<file path="src/rtl/abkf_pkg.sv">
// ----------------------------------------------------------------------------
// abkf_pkg: shared types and constants of the angle/bias Kalman filter
// Payload structs, controller command/status, micro-op codes, register map.
// ----------------------------------------------------------------------------
package abkf_pkg;

	localparam int FRAC_T  = 16;
	localparam int FRAC_P  = 24;
	localparam int DIGIT_W = 4;
	localparam int CFG_IDX_W = 2;

	localparam logic [CFG_IDX_W-1:0] REG_ANGLE_NOISE = 2'd0;
	localparam logic [CFG_IDX_W-1:0] REG_BIAS_NOISE  = 2'd1;
	localparam logic [CFG_IDX_W-1:0] REG_MEAS_NOISE  = 2'd2;

	localparam logic [31:0] ANGLE_NOISE_RST = 32'd16777;
	localparam logic [31:0] BIAS_NOISE_RST  = 32'd50332;
	localparam logic [31:0] MEAS_NOISE_RST  = 32'd503316;

	typedef struct packed {
		logic signed [31:0] measured_angle;
		logic signed [31:0] measured_rate;
		logic        [15:0] step_time;
	} in_item_t;

	typedef struct packed {
		logic signed [31:0] filtered_angle;
		logic signed [31:0] estimated_bias;
	} out_item_t;

	// micro-op sequence, run in declaration order
	typedef enum logic [3:0] {
		OP_ANGLE_PRED,
		OP_DP11,
		OP_P00_PRED,
		OP_P11_PRED,
		OP_K0,
		OP_K1,
		OP_A_CORR,
		OP_B_CORR,
		OP_P00_CORR,
		OP_P01_CORR,
		OP_P10_CORR,
		OP_P11_CORR
	} op_t;

	typedef struct packed {
		logic load;
		logic start;
		logic emit;
		op_t  op;
	} cmd_t;

	typedef struct packed {
		logic done;
	} status_t;

endpackage

</file>
<file path="src/rtl/abkf_mul.sv">
// ----------------------------------------------------------------------------
// abkf_mul: digit-serial signed multiplier
// Sign-magnitude product, four bits of b per cycle, then round half away from
// zero, shift by 16 or 24 and clamp.
// ----------------------------------------------------------------------------
module abkf_mul #(
	parameter int DATA_WIDTH = 32
) (
	input  logic clk,
	input  logic arst_n,
	input  logic start,
	input  logic frac_p,
	input  logic signed [((DATA_WIDTH > 33) ? DATA_WIDTH : 33) + 2:0] a,
	input  logic signed [((DATA_WIDTH > 33) ? DATA_WIDTH : 33) + 2:0] b,
	output logic done,
	output logic signed [((DATA_WIDTH > 33) ? DATA_WIDTH : 33) + 5:0] res
);

	localparam int WW = ((DATA_WIDTH > 33) ? DATA_WIDTH : 33) + 3;
	localparam int RW = WW + 3;
	localparam int ND = (WW + abkf_pkg::DIGIT_W - 1) / abkf_pkg::DIGIT_W;
	localparam int PW = ND * abkf_pkg::DIGIT_W;
	localparam int AW = PW + WW;
	localparam int CW = $clog2(ND + 1);
	localparam logic [AW:0] LIM = (AW+1)'(1) << (WW + 1);
	localparam logic [AW:0] HALF_T = (AW+1)'(1) << (abkf_pkg::FRAC_T - 1);
	localparam logic [AW:0] HALF_P = (AW+1)'(1) << (abkf_pkg::FRAC_P - 1);

	logic [WW-1:0] ua_q;
	logic [PW-1:0] ub_q;
	logic [AW-1:0] acc_q;
	logic          neg_q, sh_q;
	logic [CW-1:0] cnt_q;
	logic          busy_q, fin_q, done_q;
	logic signed [RW-1:0] res_q;

	logic [WW-1:0] ua, ub;
	logic [AW:0]   rnd, shd;
	logic [WW+1:0] lim_mag;
	logic signed [RW-1:0] mres;

	assign ua = a[WW-1] ? (~a + 1'b1) : a;
	assign ub = b[WW-1] ? (~b + 1'b1) : b;

	always_comb begin
		rnd = {1'b0, acc_q} + (sh_q ? HALF_P : HALF_T);
		shd = sh_q ? (rnd >> abkf_pkg::FRAC_P) : (rnd >> abkf_pkg::FRAC_T);
		lim_mag = (shd > LIM) ? LIM[WW+1:0] : shd[WW+1:0];
		mres = neg_q ? -$signed(RW'(lim_mag)) : $signed(RW'(lim_mag));
	end

	always_ff @(posedge clk or negedge arst_n) begin
		if (!arst_n) begin
			busy_q <= 1'b0;
			fin_q  <= 1'b0;
			done_q <= 1'b0;
			cnt_q  <= '0;
		end else begin
			done_q <= fin_q;
			fin_q  <= 1'b0;
			if (start) begin
				busy_q <= 1'b1;
				cnt_q  <= CW'(ND);
			end else if (busy_q) begin
				cnt_q <= cnt_q - 1'b1;
				if (cnt_q == CW'(1)) begin
					busy_q <= 1'b0;
					fin_q  <= 1'b1;
				end
			end
		end
	end

	always_ff @(posedge clk) begin
		if (start) begin
			ua_q  <= ua;
			ub_q  <= PW'(ub);
			acc_q <= '0;
			neg_q <= a[WW-1] ^ b[WW-1];
			sh_q  <= frac_p;
		end else if (busy_q) begin
			acc_q <= (acc_q << abkf_pkg::DIGIT_W)
				+ AW'(ua_q * ub_q[PW-1 -: abkf_pkg::DIGIT_W]);
			ub_q  <= ub_q << abkf_pkg::DIGIT_W;
		end
		if (fin_q) begin
			res_q <= mres;
		end
	end

	assign done = done_q;
	assign res  = res_q;

endmodule

</file>
<file path="src/rtl/abkf_div.sv">
// ----------------------------------------------------------------------------
// abkf_div: restoring divider for the Kalman gains
// Computes (num << 24) / den, truncated toward zero, one bit per cycle,
// saturated to the state width; zero divisor gives zero.
// ----------------------------------------------------------------------------
module abkf_div #(
	parameter int DATA_WIDTH = 32
) (
	input  logic clk,
	input  logic arst_n,
	input  logic start,
	input  logic signed [DATA_WIDTH-1:0] num,
	input  logic signed [((DATA_WIDTH > 32) ? DATA_WIDTH : 32) + 1:0] den,
	output logic done,
	output logic signed [DATA_WIDTH-1:0] res
);

	localparam int SW = ((DATA_WIDTH > 32) ? DATA_WIDTH : 32) + 2;
	localparam int NQ = DATA_WIDTH + abkf_pkg::FRAC_P;
	localparam int CW = $clog2(NQ + 1);
	localparam logic [NQ-1:0] MAXQ = NQ'({(DATA_WIDTH-1){1'b1}});

	logic [NQ-1:0] dvd_q, q_q;
	logic [SW-1:0] rem_q, ud_q;
	logic          neg_q, zero_q;
	logic [CW-1:0] cnt_q;
	logic          busy_q, fin_q, done_q;
	logic signed [DATA_WIDTH-1:0] res_q;

	logic [DATA_WIDTH-1:0] un;
	logic [SW-1:0]         ud;
	logic [SW:0]           trial, diff;
	logic                  ge;

	assign un = num[DATA_WIDTH-1] ? (~num + 1'b1) : num;
	assign ud = den[SW-1] ? (~den + 1'b1) : den;

	always_comb begin
		trial = {rem_q, dvd_q[NQ-1]};
		ge    = trial >= {1'b0, ud_q};
		diff  = trial - {1'b0, ud_q};
	end

	always_ff @(posedge clk or negedge arst_n) begin
		if (!arst_n) begin
			busy_q <= 1'b0;
			fin_q  <= 1'b0;
			done_q <= 1'b0;
			cnt_q  <= '0;
		end else begin
			done_q <= fin_q;
			fin_q  <= 1'b0;
			if (start) begin
				busy_q <= 1'b1;
				cnt_q  <= CW'(NQ);
			end else if (busy_q) begin
				cnt_q <= cnt_q - 1'b1;
				if (cnt_q == CW'(1)) begin
					busy_q <= 1'b0;
					fin_q  <= 1'b1;
				end
			end
		end
	end

	always_ff @(posedge clk) begin
		if (start) begin
			dvd_q  <= {un, {abkf_pkg::FRAC_P{1'b0}}};
			q_q    <= '0;
			rem_q  <= '0;
			ud_q   <= ud;
			neg_q  <= num[DATA_WIDTH-1] ^ den[SW-1];
			zero_q <= (den == '0);
		end else if (busy_q) begin
			rem_q <= ge ? diff[SW-1:0] : trial[SW-1:0];
			q_q   <= {q_q[NQ-2:0], ge};
			dvd_q <= dvd_q << 1;
		end
		if (fin_q) begin
			if (zero_q) begin
				res_q <= '0;
			end else if (!neg_q) begin
				res_q <= (q_q > MAXQ) ? $signed({1'b0, {(DATA_WIDTH-1){1'b1}}})
					: $signed(q_q[DATA_WIDTH-1:0]);
			end else begin
				res_q <= (q_q > MAXQ + 1'b1) ? $signed({1'b1, {(DATA_WIDTH-1){1'b0}}})
					: -$signed(q_q[DATA_WIDTH-1:0]);
			end
		end
	end

	assign done = done_q;
	assign res  = res_q;

endmodule

</file>
<file path="src/rtl/abkf_dp.sv">
// ----------------------------------------------------------------------------
// abkf_dp: filter datapath
// State and covariance registers, config registers, operand selection and
// write-back around one shared multiplier and one divider.
// ----------------------------------------------------------------------------
module abkf_dp #(
	parameter int DATA_WIDTH = 32
) (
	input  logic clk,
	input  logic arst_n,
	input  abkf_pkg::cmd_t     cmd,
	output abkf_pkg::status_t  status,
	input  abkf_pkg::in_item_t in_data,
	output abkf_pkg::out_item_t out_data,
	input  logic cfg_we,
	input  logic [abkf_pkg::CFG_IDX_W-1:0] cfg_index,
	input  logic [31:0] cfg_data
);

	localparam int DW = DATA_WIDTH;
	localparam int WW = ((DATA_WIDTH > 33) ? DATA_WIDTH : 33) + 3;
	localparam int RW = WW + 3;
	localparam int SW = ((DATA_WIDTH > 32) ? DATA_WIDTH : 32) + 2;
	localparam logic signed [RW:0] MAXV = {{(RW+2-DW){1'b0}}, {(DW-1){1'b1}}};
	localparam logic signed [RW:0] MINV = {{(RW+2-DW){1'b1}}, {(DW-1){1'b0}}};
	localparam logic signed [RW:0] MAX32 = {{(RW-30){1'b0}}, {31{1'b1}}};
	localparam logic signed [RW:0] MIN32 = {{(RW-30){1'b1}}, {31{1'b0}}};
	localparam logic signed [DW-1:0] ONE_P = DW'(1) << abkf_pkg::FRAC_P;

	function automatic logic signed [DW-1:0] sat_dw(input logic signed [RW:0] v);
		logic signed [DW-1:0] r;
		if (v > MAXV)      r = MAXV[DW-1:0];
		else if (v < MINV) r = MINV[DW-1:0];
		else               r = v[DW-1:0];
		return r;
	endfunction

	function automatic logic signed [31:0] sat32(input logic signed [RW:0] v);
		logic signed [31:0] r;
		if (v > MAX32)      r = MAX32[31:0];
		else if (v < MIN32) r = MIN32[31:0];
		else                r = v[31:0];
		return r;
	endfunction

	logic [31:0] qa_q, qb_q, r_q;
	logic signed [DW-1:0] ang_q, bias_q, p00_q, p01_q, p10_q, p11_q;
	abkf_pkg::in_item_t in_q;
	logic signed [WW-1:0] dp11_q, y_q;
	logic signed [DW-1:0] k0_q, k1_q, p00o_q, p01o_q;
	abkf_pkg::out_item_t out_q;

	logic signed [WW-1:0] ma, mb, dt_w, t_w;
	logic                 mfrac, is_div, mul_start, div_start, mul_done, div_done;
	logic signed [RW-1:0] mres;
	logic signed [DW-1:0] rate, num, dres;
	logic signed [SW-1:0] den;

	assign dt_w = $signed({{(WW-16){1'b0}}, in_q.step_time});
	assign t_w  = dp11_q - WW'(p01_q) - WW'(p10_q) + $signed({{(WW-32){1'b0}}, qa_q});
	assign rate = sat_dw((RW+1)'(in_q.measured_rate) - (RW+1)'(bias_q));
	assign num  = (cmd.op == abkf_pkg::OP_K0) ? p00_q : p10_q;
	assign den  = SW'(p00_q) + $signed({{(SW-32){1'b0}}, r_q});
	assign is_div = (cmd.op == abkf_pkg::OP_K0) || (cmd.op == abkf_pkg::OP_K1);
	assign mul_start = cmd.start && !is_div;
	assign div_start = cmd.start && is_div;

	always_comb begin
		ma = '0;
		mb = '0;
		mfrac = 1'b0;
		case (cmd.op)
			abkf_pkg::OP_ANGLE_PRED: begin ma = dt_w; mb = WW'(rate); end
			abkf_pkg::OP_DP11:       begin ma = dt_w; mb = WW'(p11_q); end
			abkf_pkg::OP_P00_PRED:   begin ma = dt_w; mb = t_w; end
			abkf_pkg::OP_P11_PRED: begin
				ma = $signed({{(WW-32){1'b0}}, qb_q});
				mb = dt_w;
			end
			abkf_pkg::OP_A_CORR:   begin ma = WW'(k0_q); mb = y_q; mfrac = 1'b1; end
			abkf_pkg::OP_B_CORR:   begin ma = WW'(k1_q); mb = y_q; mfrac = 1'b1; end
			abkf_pkg::OP_P00_CORR: begin ma = WW'(k0_q); mb = WW'(p00o_q); mfrac = 1'b1; end
			abkf_pkg::OP_P01_CORR: begin ma = WW'(k0_q); mb = WW'(p01o_q); mfrac = 1'b1; end
			abkf_pkg::OP_P10_CORR: begin ma = WW'(k1_q); mb = WW'(p00o_q); mfrac = 1'b1; end
			abkf_pkg::OP_P11_CORR: begin ma = WW'(k1_q); mb = WW'(p01o_q); mfrac = 1'b1; end
			default: begin ma = '0; mb = '0; end
		endcase
	end

	abkf_mul #(.DATA_WIDTH(DATA_WIDTH)) u_mul (
		.clk(clk), .arst_n(arst_n), .start(mul_start), .frac_p(mfrac),
		.a(ma), .b(mb), .done(mul_done), .res(mres)
	);

	abkf_div #(.DATA_WIDTH(DATA_WIDTH)) u_div (
		.clk(clk), .arst_n(arst_n), .start(div_start),
		.num(num), .den(den), .done(div_done), .res(dres)
	);

	assign status.done = mul_done | div_done;

	// filter state and config
	always_ff @(posedge clk or negedge arst_n) begin
		if (!arst_n) begin
			qa_q   <= abkf_pkg::ANGLE_NOISE_RST;
			qb_q   <= abkf_pkg::BIAS_NOISE_RST;
			r_q    <= abkf_pkg::MEAS_NOISE_RST;
			ang_q  <= '0;
			bias_q <= '0;
			p00_q  <= ONE_P;
			p01_q  <= '0;
			p10_q  <= '0;
			p11_q  <= ONE_P;
		end else begin
			if (cfg_we) begin
				unique case (cfg_index)
					abkf_pkg::REG_ANGLE_NOISE: qa_q <= cfg_data;
					abkf_pkg::REG_BIAS_NOISE:  qb_q <= cfg_data;
					abkf_pkg::REG_MEAS_NOISE:  r_q  <= cfg_data;
					default: ;
				endcase
			end
			if (status.done) begin
				case (cmd.op)
					abkf_pkg::OP_ANGLE_PRED,
					abkf_pkg::OP_A_CORR:
						ang_q <= sat_dw((RW+1)'(ang_q) + (RW+1)'(mres));
					abkf_pkg::OP_B_CORR:
						bias_q <= sat_dw((RW+1)'(bias_q) + (RW+1)'(mres));
					abkf_pkg::OP_P00_PRED: begin
						p00_q <= sat_dw((RW+1)'(p00_q) + (RW+1)'(mres));
						p01_q <= sat_dw((RW+1)'(p01_q) - (RW+1)'(dp11_q));
						p10_q <= sat_dw((RW+1)'(p10_q) - (RW+1)'(dp11_q));
					end
					abkf_pkg::OP_P11_PRED:
						p11_q <= sat_dw((RW+1)'(p11_q) + (RW+1)'(mres));
					abkf_pkg::OP_P00_CORR:
						p00_q <= sat_dw((RW+1)'(p00_q) - (RW+1)'(mres));
					abkf_pkg::OP_P01_CORR:
						p01_q <= sat_dw((RW+1)'(p01_q) - (RW+1)'(mres));
					abkf_pkg::OP_P10_CORR:
						p10_q <= sat_dw((RW+1)'(p10_q) - (RW+1)'(mres));
					abkf_pkg::OP_P11_CORR:
						p11_q <= sat_dw((RW+1)'(p11_q) - (RW+1)'(mres));
					default: ;
				endcase
			end
		end
	end

	// per-item scratch
	always_ff @(posedge clk) begin
		if (cmd.load) begin
			in_q <= in_data;
		end
		if (status.done) begin
			case (cmd.op)
				abkf_pkg::OP_DP11: dp11_q <= mres[WW-1:0];
				abkf_pkg::OP_K0:   k0_q <= dres;
				abkf_pkg::OP_K1: begin
					// snapshot P and innovation before the update writes
					k1_q   <= dres;
					y_q    <= WW'(in_q.measured_angle) - WW'(ang_q);
					p00o_q <= p00_q;
					p01o_q <= p01_q;
				end
				default: ;
			endcase
		end
		if (cmd.emit) begin
			out_q.filtered_angle <= sat32((RW+1)'(ang_q));
			out_q.estimated_bias <= sat32((RW+1)'(bias_q));
		end
	end

	assign out_data = out_q;

endmodule

</file>
<file path="src/rtl/abkf_ctrl.sv">
// ----------------------------------------------------------------------------
// abkf_ctrl: filter sequencer
// Steps the datapath through the micro-op list, one unit run per op, and
// owns the input and output handshakes.
// ----------------------------------------------------------------------------
module abkf_ctrl (
	input  logic clk,
	input  logic arst_n,
	input  logic in_valid,
	output logic in_stall,
	output logic out_valid,
	input  logic out_stall,
	input  abkf_pkg::status_t status,
	output abkf_pkg::cmd_t    cmd
);

	typedef enum logic [1:0] {
		ST_IDLE,
		ST_RUN,
		ST_FINISH
	} state_t;

	state_t        state_q;
	abkf_pkg::op_t op_q;
	logic          start_q, out_valid_q;
	logic          accept, slot_free, emit;

	assign accept    = in_valid && (state_q == ST_IDLE);
	assign slot_free = !out_valid_q || !out_stall;
	assign emit      = (state_q == ST_FINISH) && slot_free;

	always_ff @(posedge clk or negedge arst_n) begin
		if (!arst_n) begin
			state_q     <= ST_IDLE;
			op_q        <= abkf_pkg::OP_ANGLE_PRED;
			start_q     <= 1'b0;
			out_valid_q <= 1'b0;
		end else begin
			start_q <= 1'b0;
			if (emit) begin
				out_valid_q <= 1'b1;
			end else if (!out_stall) begin
				out_valid_q <= 1'b0;
			end
			unique case (state_q)
				ST_IDLE: begin
					if (accept) begin
						op_q    <= abkf_pkg::OP_ANGLE_PRED;
						start_q <= 1'b1;
						state_q <= ST_RUN;
					end
				end
				ST_RUN: begin
					if (status.done) begin
						if (op_q == abkf_pkg::OP_P11_CORR) begin
							state_q <= ST_FINISH;
						end else begin
							op_q    <= abkf_pkg::op_t'(op_q + 1'b1);
							start_q <= 1'b1;
						end
					end
				end
				ST_FINISH: begin
					if (slot_free) begin
						state_q <= ST_IDLE;
					end
				end
				default: state_q <= ST_IDLE;
			endcase
		end
	end

	assign in_stall  = (state_q != ST_IDLE);
	assign out_valid = out_valid_q;
	assign cmd.load  = accept;
	assign cmd.start = start_q;
	assign cmd.emit  = emit;
	assign cmd.op    = op_q;

endmodule

</file>
<file path="src/rtl/angle_bias_kalman_filter.sv">
// ----------------------------------------------------------------------------
// angle_bias_kalman_filter: two-state (angle, gyro bias) Kalman filter
// Fixed-point predict/update per sample; one result per request.
//
//   channel  signals                             direction
//   in       in_valid, in_stall, in_data         request in
//   out      out_valid, out_stall, out_data      result out
//   cfg      cfg_valid, cfg_ready, cfg_index,    register write in
//            cfg_data
//
// One request at a time. Ten products on a 4-bit-per-cycle multiplier and two
// gains on a 1-bit-per-cycle divider, plus sequencing between the micro-ops.
// Reset loads noise defaults, zero angle/bias, P = identity.
// A held result does not block the next request; only the write of a new
// result waits on out_stall.
// ----------------------------------------------------------------------------
module angle_bias_kalman_filter #(
	parameter int DATA_WIDTH = 32
) (
	input  logic clk,
	input  logic arst_n,
	input  logic in_valid,
	output logic in_stall,
	input  abkf_pkg::in_item_t in_data,
	output logic out_valid,
	input  logic out_stall,
	output abkf_pkg::out_item_t out_data,
	input  logic cfg_valid,
	output logic cfg_ready,
	input  logic [abkf_pkg::CFG_IDX_W-1:0] cfg_index,
	input  logic [31:0] cfg_data
);

	abkf_pkg::cmd_t    cmd;
	abkf_pkg::status_t status;

	assign cfg_ready = 1'b1;

	abkf_ctrl u_ctrl (
		.clk(clk), .arst_n(arst_n),
		.in_valid(in_valid), .in_stall(in_stall),
		.out_valid(out_valid), .out_stall(out_stall),
		.status(status), .cmd(cmd)
	);

	abkf_dp #(.DATA_WIDTH(DATA_WIDTH)) u_dp (
		.clk(clk), .arst_n(arst_n),
		.cmd(cmd), .status(status),
		.in_data(in_data), .out_data(out_data),
		.cfg_we(cfg_valid && cfg_ready), .cfg_index(cfg_index), .cfg_data(cfg_data)
	);

`ifndef SYNTHESIS
	a_busy_after_accept: assert property (@(posedge clk) disable iff (!arst_n)
		(in_valid && !in_stall) |=> in_stall)
		else $error("request accepted but block not busy");

	a_done_only_busy: assert property (@(posedge clk) disable iff (!arst_n)
		status.done |-> in_stall)
		else $error("unit finished while sequencer idle");

	a_result_from_work: assert property (@(posedge clk) disable iff (!arst_n)
		$rose(out_valid) |-> $past(in_stall))
		else $error("result appeared without work in flight");

	a_single_start: assert property (@(posedge clk) disable iff (!arst_n)
		cmd.start |=> !cmd.start)
		else $error("back-to-back unit starts");
`endif

endmodule
</file>
<file path="config.mk">
export PLATFORM = sky130hd
export DESIGN_NAME = angle_bias_kalman_filter
export DESIGN_NICKNAME = d
export VERILOG_FILES = /design/src/rtl/abkf_pkg.sv /design/src/rtl/abkf_mul.sv /design/src/rtl/abkf_div.sv /design/src/rtl/abkf_dp.sv /design/src/rtl/abkf_ctrl.sv /design/src/rtl/angle_bias_kalman_filter.sv
export SDC_FILE = /design/constraint.sdc
export NUM_CORES = 2
export LEC_CHECK = 0
export BUFFER_PORTS_ARGS = -buffer_cell sky130_fd_sc_hd__buf_2
export CAP_MARGIN = 0
export CORE_MARGIN = 2
export CORE_UTILIZATION = 23
export DETAILED_ROUTE_END_ITERATION = 10
export GPL_ROUTABILITY_DRIVEN = 0
export PLACE_DENSITY = 0.48
export SETUP_SLACK_MARGIN = 0.5
export SYNTH_ARGS = -nofsm -noshare
export SYNTH_HDL_FRONTEND = slang
export SYNTH_HIERARCHICAL = 1
export SYNTH_SLANG_ARGS = --single-unit
export TNS_END_PERCENT = 10
</file>
<file path="constraint.sdc">
create_clock -name clk -period 19.9 [get_ports clk]
set_input_delay 5.97 -clock clk [delete_from_list [all_inputs] [get_ports clk]]
set_output_delay 5.97 -clock clk [all_outputs]
set_load 0.02 [all_outputs]
</file>
[Yosys cells after proc, flatten, opt, wreduce, memory -nomap -nowiden]
Index checks and enable logic that the tools add are counted.
Cells by class
  $add $sub $neg: 28
  multiply operators: 1
  $lt $le $gt $ge: 30
  equality and inequality tests: 23
  multiplexer cells: 79
  bitwise operators: 7
  reduce and logical (&&, ||, !) cells: 43
Operators by type and width (count)
  $mux 32: 29
  $gt 40x32->1 const B: 11
  $lt 40x32->1 const B: 11
  $pmux 32 s2: 4
  $pmux 36 s7: 1
  $add 32x39->40: 4
  $sub 32x39->40: 4
  $pmux 36 s4: 1
  $mux 56: 2
  $mux 36: 3
  $mux 38: 2
  $sub 32x36->37: 2
  $add 72x24->73: 1
  $add 36x1->36 const B: 2
  $add 72x40->72: 1
  $not 36->36: 2
  $sub 36x32->36: 2
  $sub 32x32->33: 2
  $gt 32x32->1 const B: 2
  $lt 32x32->1 const B: 2
  $gt 57x38->1 const B: 1
  $mux 57: 1
  $gt 56x31->1 const B: 1
  $gt 56x32->1 const B: 1
  48 further kinds: 119
Storage, ports and cells
  register bits after elaboration: 1031
  input port bits: 119
  output and inout bits: 67
  word-level logic and storage cells: 259

[Longest topological paths before layout]
  word-level depth: 9
  mapped depth: 26
  gate-level depth less buffers: 26

[Modules after synthesis]
The synthesis kept the hierarchy.
Modules (own cells, without submodules)
  abkf_dp: instances 1, cells each 6000, area an instance 53810.4 um^2
  abkf_mul: instances 1, cells each 2023, area an instance 17709.5 um^2
  abkf_div: instances 1, cells each 1272, area an instance 11683.7 um^2
  abkf_ctrl: instances 1, cells each 39, area an instance 419.2 um^2
  angle_bias_kalman_filter: instances 1, cells each 2, area an instance 11.3 um^2

[Worst setup path after synthesis]
No wires, ideal clock.
  path type: register to register
  start: reg u_ctrl.op_q[2]
  end: reg u_dp.k1_q[0], enable pin
  setup time: 0.775 ns
  arrival: 9.645 ns
  required time: 19.125 ns
  setup slack: 9.480 ns
  stages on the path, launching flop included: 4
  buffers on the path: 1
  period minus slack after synthesis: 10.420 ns
  cell sequence: dfrtp_1 > clkbuf_1 > nand2_1 > nor3_1
Between the ends
  word-level cells in the longest chain between the ends: 2
Ends and longest elaborated chain
  start, declared: RTL line abkf_ctrl.sv:24  | abkf_pkg::op_t op_q;
  start signal, assigned: RTL line abkf_ctrl.sv:35  | op_q <= abkf_pkg::OP_ANGLE_PRED;
  start signal, assigned: RTL line abkf_ctrl.sv:48  | op_q <= abkf_pkg::OP_ANGLE_PRED;
  start signal, assigned: RTL line abkf_ctrl.sv:58  | op_q <= abkf_pkg::op_t'(op_q + 1'b1);
  $eq 4x3->1: RTL line abkf_dp.sv:157  | case (cmd.op)
  $reduce_and 2->1 (no line)
  end signal, assigned: RTL line abkf_dp.sv:162  | k1_q <= dres;
  end, declared: RTL line abkf_dp.sv:50  | logic signed [DW-1:0] k0_q, k1_q, p00o_q, p01o_q;
Every way passes these cells.
A chain may end at the register's enable or synchronous reset.

[Worst setup path after layout]
  start: reg u_dp.p01_q[0]
  end: reg u_dp.u_mul.ub_q[33], data pin
Between the ends
  word-level cells in the longest chain between the ends: 8
Ends and longest elaborated chain
  start, declared: RTL line abkf_dp.sv:47  | logic signed [DW-1:0] ang_q, bias_q, p00_q, p01_q, p10_q, p11_q;
  start signal, assigned: RTL line abkf_dp.sv:132  | p01_q <= sat_dw((RW+1)'(p01_q) - (RW+1)'(dp11_q));
  start signal, assigned: RTL line abkf_dp.sv:140  | p01_q <= sat_dw((RW+1)'(p01_q) - (RW+1)'(mres));
  $sub 36x32->36 (2 in series): RTL line abkf_dp.sv:60  | assign t_w = dp11_q - WW'(p01_q) - WW'(p10_q) + $signed({{(WW-32){1'b0}}, qa_q});
  $add 36x33->36: RTL line abkf_dp.sv:60
  $pmux 36 s7: RTL line abkf_dp.sv:72  | case (cmd.op)
  net u_dp.mb[20]: RTL line abkf_dp.sv:53  | logic signed [WW-1:0] ma, mb, dt_w, t_w;
  $not 36->36: RTL line abkf_mul.sv:43  | assign ub = b[WW-1] ? (~b + 1'b1) : b;
  $add 36x1->36: RTL line abkf_mul.sv:43
  $mux 36: RTL line abkf_mul.sv:43
  $mux 36: RTL line abkf_mul.sv:75  | if (start) begin
  end signal, assigned: RTL line abkf_mul.sv:77  | ub_q <= PW'(ub);
  end signal, assigned: RTL line abkf_mul.sv:84  | ub_q <= ub_q << abkf_pkg::DIGIT_W;
  end, declared: RTL line abkf_mul.sv:30  | logic [PW-1:0] ub_q;
The timed path passes the listed nets, and every way through them passes these cells.

==> impl_metrics.toml <==
[placed_design]
hpwlAfterDp_mm = 250
place_area_sq_um = 89800
numPortBuffers = 184

[yosys]
synth_fa_ha_area_share_pct = 13.6
avgSynthCellArea_sq_um = 8.96
yosysTopAreaCellShare_pct = 19.9
yosysSeqAreaShare_pct = 33.1
ys_seq_elements = 1028
synth_compound_area_share_pct = 21.6
synth_xor_area_share_pct = 7.42
yosys-top-cells-count = "859 x a21oi_1, 754 x nor2_1, 749 x nand2_1"
synthCells = 9336
synth_edf_count = 554
yosysWarningCount = 6
post-synth-top-count-cell = "a21oi_1"
synth_nets = 10300
synth_area_sq_um = 83600
synth_top_family_by_area = "compound AO/OA/AOI/OAI gates"
synthSimpleGateAreaFrac_pct = 15.9
synthMuxAreaShare_pct = 3.28
synthTopCellsByArea = "edfxtp_1 20%, ha_1 9.2%, dfrtp_1 8.6%"
ys.flop_type = "edfxtp_1"
synthArstFlopShare_pct = 30.4
synth_cell_type_count = 122
synth_top_cell_by_area = "edfxtp_1"

[sta]
min_period_ns = 8.39
worst_slew_pin_slew_ns = 1.26
skew_ns = 0.0371
fmax_mhz = 119
hold_ws_ns = 0.448
min_period_over_period_pct = 42.1
rsz0062_at_grt = "no"
finalHoldViolCount = 0
finalMaxSlewViolations = 0
final.setup.tns_ns = 0
setup-violations-final = 0
max-slew-margin-rel_pct = 15.1

[floorplan]
die_w_microns = 607
initial_core_util_pct = 23.1
die_area_sq_um = 368000
die_h_microns = 607
core_region_area_sq_um = 362000
floorplan.rows = 221
ios = 186

[power]
p_per_area_nw_per_um2 = 179
p_leak_nw = 38.7
vdd_drop_max_v = 0.000121
fin_total_pwr_mw = 17.0

[cells_and_area]
drive_gt1_share_pct = 8.95
num-fill-cells = 39200
multiInputGateArea_sq_um = 51900
finish.instance_area_sq_um = 94500
seq_area_sq_um = 27700
final_core_util_pct = 26.1
area_delta_synth_final_pct = 13.0
layout.nets = 10200

[status]
status = "finished, final reports clean"

[route]
postRouteAntennaNets = 0
wl_per_cell_microns = 22.7
drt_first_iter_violations = 6771
routed_wirelength_mm = 322
vias = 71600
drcViolationCount = 0
vias_per_cell = 5.04
first_pass_iters = 8

[hold_path]
holdPathStages = 0
hp-class = "reg -> reg"
hold_start = "u_dp/u_div/res[4]"

[worst_setup_path]
startpoint = "u_dp/p01_q[0]"
arrival_ns = 8.93
critPathLaunchType = "flip-flop"
critPathRequiredTime_ns = 20.44
path_class = "reg -> reg"
slowest_stage = "a2111oi_0"
r2r_cells = 26
end_kind = "flip-flop"
slowest_delay_ns = 1.01
r2r-start = "u_dp/p01_q[0]"
worst-path-max-fanout = 5
worst-r2r-setup-slack_ns = 11.51

[cts]
clk_path_buf_depth = 3
clock_latency_ns = 0.85
cts_hold_buf = 0
tritoncts = "done"
post_cts_buffers = 0
cts_root_buf = "clkbuf_16"
post_cts_resized = 0
clock_sinks = 1028
clk_pin_slew_ns = 0.06
ctsHtreeMaxLevel = 4
cts_made_buffers = 133

[global_routing]
track_usage_pct = 17.1
grt_pass1_wl_mm = 470
grt_pass1_vias = 68000
overflow = 0
antenna_found_initial = 44
grt_start_max_net_pins = 147

[run]
max_cap_violations = 0
[worst paths after layout]
kind / to
worst max-delay path: u_dp/u_mul/ub_q[33]
worst min-delay path: u_dp/k1_q[4]
worst max register to register: u_dp/u_mul/ub_q[33]
worst min register to register: u_dp/k1_q[4]
max in group asynchronous: u_dp/p01_q[22]
min in group asynchronous: u_ctrl/out_valid
[state kept, by name, indices dropped and copies added, names as in the netlist, 34 cells and up]
| name | cells |
|---|---|
| u_dp/in_q | 64 |
| u_dp/u_div/rem_q | 34 |
| u_dp/u_div/ud_q | 34 |
| u_dp/u_div/q_q | 56 |
| u_dp/u_mul/res | 39 |
| u_dp/dp11_q | 36 |
| u_dp/u_mul/acc_q | 72 |
| u_dp/u_mul/ub_q | 36 |
| u_dp/out_data | 64 |
| u_dp/u_mul/ua_q | 36 |
[stage by stage]
stage | instances | setup WS, ns
after floorplan | 9336 | 9.48
after global placement | 13900 | 11.46
after detailed placement | 13900 | 11.44
after CTS | 14200 | 11.67
after global routing | 14200 | 11.09
final | 14200 | 11.51
[final cells by class]
cell class	instances	area share, %
Timing Repair Buffer	320	2.09
Antenna cell	11	0.0291
Clock inverter	84	1.22
Multi-Input combinational cell	7215	54.9
Tap cell	4794	6.35
Sequential cell	1028	29.3
Inverter	587	2.33
Clock buffer	164	3.75
[per-layer routing]
| metal | routed length, microns | vias to the layer above | GRT usage (%) |
|---|---|---|---|
| li1 | - | 33900 | - |
| met1 | 142000 | 35100 | 22.7 |
| met2 | 149000 | 2120 | 27.9 |
| met3 | 18000 | 483 | 2.64 |
| met4 | 12700 | 2 | 6.31 |
| met5 | 12 | - | 0 |
[cells by family after synthesis]
kind of cell	after synthesis
compound gates	2730
simple gates	2715
buf+inv	1093
flops	1028
fa+ha+maj	800
xor+xnor	709
mux	260
other cells	1
[critical path: cells and delay by family, from the launching register on]
kind / cells / cell delay, ns
buffers and inverters: 3 / 0.19
DFF: 1 / 0.36
adders and majority gates: 4 / 1.59
and+or+nand+nor: 7 / 2.41
xor gates and xnor gates: 1 / 0.18
AOI/OAI and AO/OA: 11 / 3.34
[report_power, final]
group,switching [mW],internal [mW]
registers,0.602,2.72
logic,6.72,4.27
clock network,1.07,1.57
total,8.40,8.56
[placed cells by master, fill, tap and decap left out, types with 79 or more instances in the layout]
cell type / synthesis / final
a211oi_1: 117 / 116
a21o_1: 253 / 253
a21oi_1: 859 / 857
a31oi_1: 80 / 79
and2_1: 112 / 112
and3_1: 81 / 81
buf_2: 52 / 183
buf_4: 13 / 134
clkbuf_16: 0 / 136
dfrtp_1: 288 / 284
dfxtp_1: 162 / 162
edfxtp_1: 554 / 554
fa_1: 184 / 184
ha_1: 616 / 616
inv_1: 581 / 581
mux2_2: 109 / 109
mux2i_1: 150 / 150
nand2_1: 749 / 748
nand2b_1: 111 / 111
nand3_1: 156 / 156
nand4_1: 102 / 102
nor2_1: 754 / 751
nor2b_1: 92 / 91
nor3_1: 168 / 162
o21a_1: 83 / 82
o21ai_0: 426 / 421
o21bai_1: 99 / 99
o31ai_1: 204 / 203
xnor2_1: 439 / 438
xor2_1: 270 / 270
(Power assumes the default switching activity.)
